File: src/gmdvc_pkg.sv
`timescale 1ns / 1ps

package gmdvc_pkg;

    // Store geometry
    localparam int NUM_V   = 1024;
    localparam int NUM_E   = 8192;
    localparam int VTX_W   = 10;
    localparam int ENT_W   = 13;
    localparam int DEG_W   = 14;
    localparam int FILL_W  = 14;
    localparam int CNT_W   = 11;
    localparam int EDGE_W  = 13;
    localparam int CFG_W   = 13;
    localparam logic [DEG_W-1:0] DEG_MAX = {DEG_W{1'b1}};

    // Item kinds
    localparam logic [1:0] KIND_ADD   = 2'd0;
    localparam logic [1:0] KIND_RUN   = 2'd1;
    localparam logic [1:0] KIND_QUERY = 2'd2;
    localparam logic [1:0] KIND_CLEAR = 2'd3;

    // Result status codes
    localparam logic [1:0] ST_OK    = 2'd0;
    localparam logic [1:0] ST_FULL  = 2'd1;
    localparam logic [1:0] ST_STUCK = 2'd2;
    localparam logic [1:0] ST_RANGE = 2'd3;

    // Configuration register indexes
    localparam logic CFG_VERTEX_COUNT = 1'b0;
    localparam logic CFG_EDGE_COUNT   = 1'b1;

    typedef struct packed {
        logic [1:0]       kind;
        logic [VTX_W-1:0] owner_vertex;
        logic [VTX_W-1:0] neighbor_vertex;
    } item_t;

    typedef struct packed {
        logic [1:0]       status;
        logic             in_cover;
        logic [CNT_W-1:0] cover_size;
    } result_t;

    typedef enum logic [4:0] {
        S_INIT, S_IDLE, S_ADD_RD, S_ADD_WR, S_QRY_RD, S_QRY_FIN, S_CLR,
        S_COPY_RD, S_COPY_WR, S_CHECK, S_SCAN_RD, S_SCAN_CMP, S_COVER,
        S_HEAD, S_WALK_RD, S_WALK_NB, S_WALK_UPD, S_DONE
    } state_t;

    typedef enum logic [4:0] {
        OP_NONE, OP_LATCH, OP_INIT_STEP, OP_CLR_STEP, OP_ADD_RD, OP_ADD_WR,
        OP_QRY_RD, OP_QRY_FIN, OP_COPY_RD, OP_COPY_WR, OP_SCAN_INIT,
        OP_SCAN_RD, OP_SCAN_CMP, OP_STUCK, OP_COVER, OP_HEAD, OP_WALK_RD,
        OP_WALK_NB, OP_WALK_UPD
    } dp_op_t;

    typedef struct packed {
        logic sweep_last;
        logic store_full;
        logic rem_zero;
        logic scan_last;
        logic found;
        logic head_valid;
        logic more;
    } dp_status_t;

endpackage

File: src/gmdvc_ctrl.sv
`timescale 1ns / 1ps

module gmdvc_ctrl
    import gmdvc_pkg::*;
(
    input  logic       clk,
    input  logic       rst_n,
    input  logic       start,
    input  logic [1:0] kind,
    input  dp_status_t st,
    output dp_op_t     op,
    output logic       busy,
    output logic       done
);

    state_t state_reg, state_next;

    // Hold the state
    always_ff @(posedge clk or negedge rst_n)
    begin
        if (!rst_n)
        begin
            state_reg <= S_INIT;
        end
        else
        begin
            state_reg <= state_next;
        end
    end

    // Sequence the datapath
    always_comb
    begin
        state_next = state_reg;
        op         = OP_NONE;
        busy       = 1'b1;
        done       = 1'b0;
        case (state_reg)
            S_INIT:
            begin
                op = OP_INIT_STEP;
                if (st.sweep_last)
                begin
                    state_next = S_IDLE;
                end
            end
            S_IDLE:
            begin
                busy = 1'b0;
                if (start)
                begin
                    op = OP_LATCH;
                    case (kind)
                        KIND_ADD:   state_next = S_ADD_RD;
                        KIND_RUN:   state_next = S_COPY_RD;
                        KIND_QUERY: state_next = S_QRY_RD;
                        default:    state_next = S_CLR;
                    endcase
                end
            end
            S_CLR:
            begin
                op = OP_CLR_STEP;
                if (st.sweep_last)
                begin
                    state_next = S_DONE;
                end
            end
            S_ADD_RD:
            begin
                op         = OP_ADD_RD;
                state_next = st.store_full ? S_DONE : S_ADD_WR;
            end
            S_ADD_WR:
            begin
                op         = OP_ADD_WR;
                state_next = S_DONE;
            end
            S_QRY_RD:
            begin
                op         = OP_QRY_RD;
                state_next = S_QRY_FIN;
            end
            S_QRY_FIN:
            begin
                op         = OP_QRY_FIN;
                state_next = S_DONE;
            end
            S_COPY_RD:
            begin
                op         = OP_COPY_RD;
                state_next = S_COPY_WR;
            end
            S_COPY_WR:
            begin
                op         = OP_COPY_WR;
                state_next = st.sweep_last ? S_CHECK : S_COPY_RD;
            end
            S_CHECK:
            begin
                op         = OP_SCAN_INIT;
                state_next = st.rem_zero ? S_DONE : S_SCAN_RD;
            end
            S_SCAN_RD:
            begin
                op         = OP_SCAN_RD;
                state_next = S_SCAN_CMP;
            end
            S_SCAN_CMP:
            begin
                op         = OP_SCAN_CMP;
                state_next = st.scan_last ? S_COVER : S_SCAN_RD;
            end
            S_COVER:
            begin
                if (st.found)
                begin
                    op         = OP_COVER;
                    state_next = S_HEAD;
                end
                else
                begin
                    op         = OP_STUCK;
                    state_next = S_DONE;
                end
            end
            S_HEAD:
            begin
                op         = OP_HEAD;
                state_next = st.head_valid ? S_WALK_RD : S_CHECK;
            end
            S_WALK_RD:
            begin
                op         = OP_WALK_RD;
                state_next = S_WALK_NB;
            end
            S_WALK_NB:
            begin
                op         = OP_WALK_NB;
                state_next = S_WALK_UPD;
            end
            S_WALK_UPD:
            begin
                op         = OP_WALK_UPD;
                state_next = st.more ? S_WALK_RD : S_CHECK;
            end
            S_DONE:
            begin
                done       = 1'b1;
                state_next = S_IDLE;
            end
            default:
            begin
                state_next = S_IDLE;
            end
        endcase
    end

endmodule

File: config.mk
export PLATFORM = sky130hd
export DESIGN_NAME = gmdvc_ctrl
export DESIGN_NICKNAME = d
export VERILOG_FILES = /design/src/gmdvc_pkg.sv /design/src/gmdvc_ctrl.sv
export SDC_FILE = /design/constraint.sdc
export NUM_CORES = 1
export LEC_CHECK = 0
export ABC_AREA = 1
export BUFFER_PORTS_ARGS = -buffer_cell sky130_fd_sc_hd__buf_4
export CORE_UTILIZATION = 48
export CTS_BUF_LIST = sky130_fd_sc_hd__clkbuf_8
export DETAILED_ROUTE_END_ITERATION = 6
export GPL_ROUTABILITY_DRIVEN = 0
export PLACE_DENSITY = 0.74
export SLEW_MARGIN = 0
export SYNTH_ARGS = -nofsm -noshare
export SYNTH_HDL_FRONTEND = slang
export SYNTH_SLANG_ARGS = --single-unit
File: constraint.sdc
create_clock -name clk -period 1.3 [get_ports clk]
set_input_delay 0 -clock clk [delete_from_list [all_inputs] [get_ports clk]]
set_output_delay 0 -clock clk [all_outputs]
set_load 0.02 [all_outputs]
==> results.json, run 1 <==
{
  "outcome": "did not finish",
  "grt_max_degree": 8,
  "die_h_um": 40.04,
  "synth.distinct_cells": 21,
  "synth_area_um2": 694.4,
  "ys_warn_count": 0,
  "placed_cell_area_um2": 1006,
  "synth-seq-cells": 5,
  "netlist_instances": 131,
  "postGrtWorstEndpoint": "state_reg[2]$_DFFE_PN0P_/D",
  "synth_seq_area_share": 0.1802,
  "num_rows": 13,
  "clockRootBuffer": "clkbuf_8",
  "yosys-top-cells-count": "nor2_1, nand2_1, inv_1, nand3_1, inv_2",
  "worst_endpoint_kind": "register input",
  "lastStage": "5_1_grt",
  "cts_max_level": 1,
  "die_x_um": 40.04,
  "syn-num-nets": 143,
  "antenna_found_initial": 0,
  "synth.top_cell.area_share": 0.1802,
  "yosys.area.top_type": "dfrtp_1",
  "initial_core_util": 0.5271,
  "ctsLongestPathBuffers": 2,
  "place_hpwl_mm": 1.897,
  "cts_made_buffers": 3,
  "synth_edf_count": 0,
  "tool.error": "[ERROR DPL-0033] detailed placement checks failed during check placement.",
  "yosysMostFrequentCell": "nor2_1",
  "synth_area_leaders": "dfrtp_1, nor2_1, nand2_1, nand3_1, nor2_2",
  "avgSynthCellArea_um2": 5.301,
  "synth-async-reset-ratio": 1.000,
  "ys.flop_type": "dfrtp_1",
  "io_buffers": 18,
  "pin_count": 19,
  "cts_sinks": 5
}
[logic make-up after synthesis]
logic type / after synthesis / share of synthesized area
compound gates: 7 / 0.05045
simple gates: 100 / 0.6667
flops: 5 / 0.1802
buf+inv: 19 / 0.1027
[stage by stage]
step	cells	setup WS, ns	utilization
2_1_floorplan	131	-0.1363	-
4_1_cts	194	-0.2808	0.8794
3_3_place_gp	185	-0.2183	0.7635
3_5_place_dp	185	-0.2284	0.7635
[what timing repair did]
action	4_1_cts
endpoints found under the setup margin	12
resized for setup	21
hold buffers	1
hold endpoints to repair	5
setup buffers	4
pin swaps	3
==> run 2, diff against run 1 <==
--- a/config.mk
+++ b/config.mk
@@ -7,11 +7,11 @@
 export LEC_CHECK = 0
 export ABC_AREA = 1
 export BUFFER_PORTS_ARGS = -buffer_cell sky130_fd_sc_hd__buf_4
-export CORE_UTILIZATION = 48
-export CTS_BUF_LIST = sky130_fd_sc_hd__clkbuf_8
+export CORE_AREA = 2 2 63 65
 export DETAILED_ROUTE_END_ITERATION = 6
+export DIE_AREA = 0 0 65 67
 export GPL_ROUTABILITY_DRIVEN = 0
-export PLACE_DENSITY = 0.74
+export PLACE_DENSITY_LB_ADDON = 0.15
 export SLEW_MARGIN = 0
 export SYNTH_ARGS = -nofsm -noshare
 export SYNTH_HDL_FRONTEND = slang
==> constraint.sdc (replaced) <==
create_clock -name clk -period 1.7 [get_ports clk]
set_input_delay 0 -clock clk [delete_from_list [all_inputs] [get_ports clk]]
set_output_delay 0 -clock clk [all_outputs]
set_load 0.02 [all_outputs]
==> run 2 against run 1 <==
Compared with the run above: the flow now finishes without violations; area after synthesis unchanged; synthesized cell count is the same.
==> results.json, run 2 <==
{
  "largest_register_ffs": 5,
  "synth_edf_count": 0,
  "yosys-top-cells-count": "nor2_1, nand2_1, inv_1, nand3_1, inv_2",
  "grt_overflow": 0,
  "wirelength_mm": 2.050,
  "reg2reg_slack_ns": 0.19,
  "finalCritPeriodShare": 0.9231,
  "peakVddDrop_mv": 0.4845,
  "period_minus_slack_ns": 1.569,
  "die_x_um": 65,
  "worst_pin_slew_ns": 0.2787,
  "clk_pin_slew_ns": 0.03,
  "leakage_nw": 0.5133,
  "netlist_instances": 131,
  "vias_per_cell": 4.426,
  "max_stage_delay_ns": 0.41,
  "pin_count": 19,
  "worstPathCellList": "nor2_2, nand2_1, nor2_2, inv_1, nand2_1, nor2_1, nand4_1, buf_4",
  "ctsLongestPathBuffers": 2,
  "r2r.worst_path.cells": 8,
  "grt.total_usage": 0.1034,
  "slew_violations": 0,
  "drt_first_pass_iters": 5,
  "syn_to_final_growth_pct": 37.84,
  "grt_max_degree": 8,
  "crit_family": "simple AND/OR/NAND/NOR gates",
  "clkLatencyLatePin_ns": 0.22,
  "rsz0062_at_grt": "false",
  "arrival_ns": 1.57,
  "reg2reg_to": "state_reg[2]",
  "yosysMostFrequentCell": "nor2_1",
  "crit_fanout": 4,
  "initial_core_util": 0.1926,
  "die_area_um2": 4355,
  "fin_setup_tns_ns": 0,
  "antenna_found_initial": 0,
  "slew_headroom": 0.8135,
  "avgSynthCellArea_um2": 5.301,
  "crit_slowest_cell": "dfrtp_1",
  "wl_per_cell_um": 10.15,
  "grt_pass1_vias": 875,
  "power_per_cell_area_nw_per_um2": 1747,
  "cts_max_level": 1,
  "die_h_um": 67,
  "io_buffers": 18,
  "min_from": "st[6]",
  "outcome": "completed",
  "syn-num-nets": 143,
  "ys.flop_type": "dfrtp_1",
  "antenna_left": 0,
  "cp_num_buf_inv": 2,
  "cp-end-kind": "output pin",
  "setup_viol": 0,
  "synth.top_cell.area_share": 0.1802,
  "drt_iter0_drc": 37,
  "maxCapViolations": 0,
  "yosys.area.top_type": "dfrtp_1",
  "synth.distinct_cells": 21,
  "synth_seq_area_share": 0.1802,
  "coreArea_um2": 3606,
  "via_count": 894,
  "final_cell_mix": "nor2_1, nand2_1, buf_4",
  "path_class": "reg -> out",
  "synth_area_leaders": "dfrtp_1, nor2_1, nand2_1, nand3_1, nor2_2",
  "finClkSkew_ns": 0.0003850,
  "design_area_um2": 957.2,
  "diodes": 0,
  "fmax_mhz": 637.3,
  "cts_sinks": 5,
  "drc": 0,
  "startpoint_type": "flip-flop",
  "worstHoldPathType": "in -> reg",
  "cts_tree": "yes",
  "placed_cell_area_um2": 889.6,
  "hold_depth": 3,
  "hold_viol": 0,
  "grt_pass1_wl_mm": 3.519,
  "cts_made_buffers": 3,
  "hold_path_end": "state_reg[1]",
  "ys_warn_count": 0,
  "drive_above_1_share": 0.2987,
  "num_rows": 22,
  "crit_required_ns": 1.70,
  "synth_area_um2": 694.4,
  "p_total_w": 0.001672,
  "fin_nets": 167,
  "place_hpwl_mm": 1.797,
  "synth-async-reset-ratio": 1.000,
  "clockRootBuffer": "clkbuf_8",
  "synth-seq-cells": 5,
  "layout_commonest_cell": "nor2_1",
  "post_cts_buffers": 0,
  "r2r_start": "state_reg[3]"
}
==> run 2: cell counts after synthesis <==
Identical to the previous run, type by type.
==> run 2: worst reg2reg max path, delay by kind of cell (launching register included) <==
kind | cells | cell delay (ns)
AO/OA/AOI/OAI | 1 | 0.07
buffers and inverters | 1 | 0.14
flip-flops | 1 | 0.41
AND/OR/NAND/NOR | 6 | 0.83
==> run 2: kinds of logic (layout without fill, tap and decap cells) <==
kind of cell / after synthesis / in the layout / synth area share
DFF: 5 / 5 / 0.1802
buffers and inverters: 19 / 42 / 0.1027
AOI/OAI and AO/OA: 7 / 7 / 0.05045
and+or+nand+nor: 100 / 100 / 0.6667
==> run 2: layout make-up <==
cell class,instances,area [um2]
Fill cell,422,2649
Multi-Input combinational cell,107,508.0
Timing Repair Buffer,19,145.1
Sequential cell,5,127.6
Inverter,19,71.32
Tap cell,48,60.06
Clock buffer,4,45.04
==> run 2: power breakdown <==
group	internal [W]	switching [W]	total (W)
sequential	0.000176	0.0000739	0.000250
combinational	0.000443	0.000766	0.00121
clock	0.000160	0.0000523	0.000213
==> run 2: timing repair <==
action | CTS | global route
hold buffers | 1 | 0
hold endpoints to repair | 5 | 0
endpoints found under the setup margin | 0 | 3
gates resized for setup | 0 | 5
==> run 2: worst max-delay path by stage <==
stage                        end  cells past startpoint    startpoint
global placement    state_reg[0]                     10  state_reg[2]
global route               op[0]                      8  state_reg[2]
CTS                        op[1]                      8  state_reg[3]
finish                     op[1]                      8  state_reg[3]
detailed placement  state_reg[0]                     10  state_reg[3]
floorplan           state_reg[0]                      7  state_reg[3]
==> run 2: per-layer routing <==
metal  track usage  vias up  part of all wire
met1        0.1255      389              0.44
met4       0.07713        0             0.023
li1              -      454                 -
met5             0        -                 0
met3       0.01014        8             0.052
met2        0.1688       43              0.49
==> run 2: metrics by stage <==
stage / cells / util / setup slack (ns) / hold slack [ns]
3_3_place_gp: 197 / 0.2467 / 0.1364 / -0.1968
3_5_place_dp: 197 / 0.2467 / 0.1640 / -0.1976
5_1_grt: 202 / 0.2654 / 0.003757 / 0.09834
6_report: 202 / 0.2654 / 0.1308 / 0.08002
2_1_floorplan: 131 / - / 0.2637 / -0.2956
4_1_cts: 202 / 0.2620 / 0.03877 / 0.07787
(Power assumes the default switching activity.)
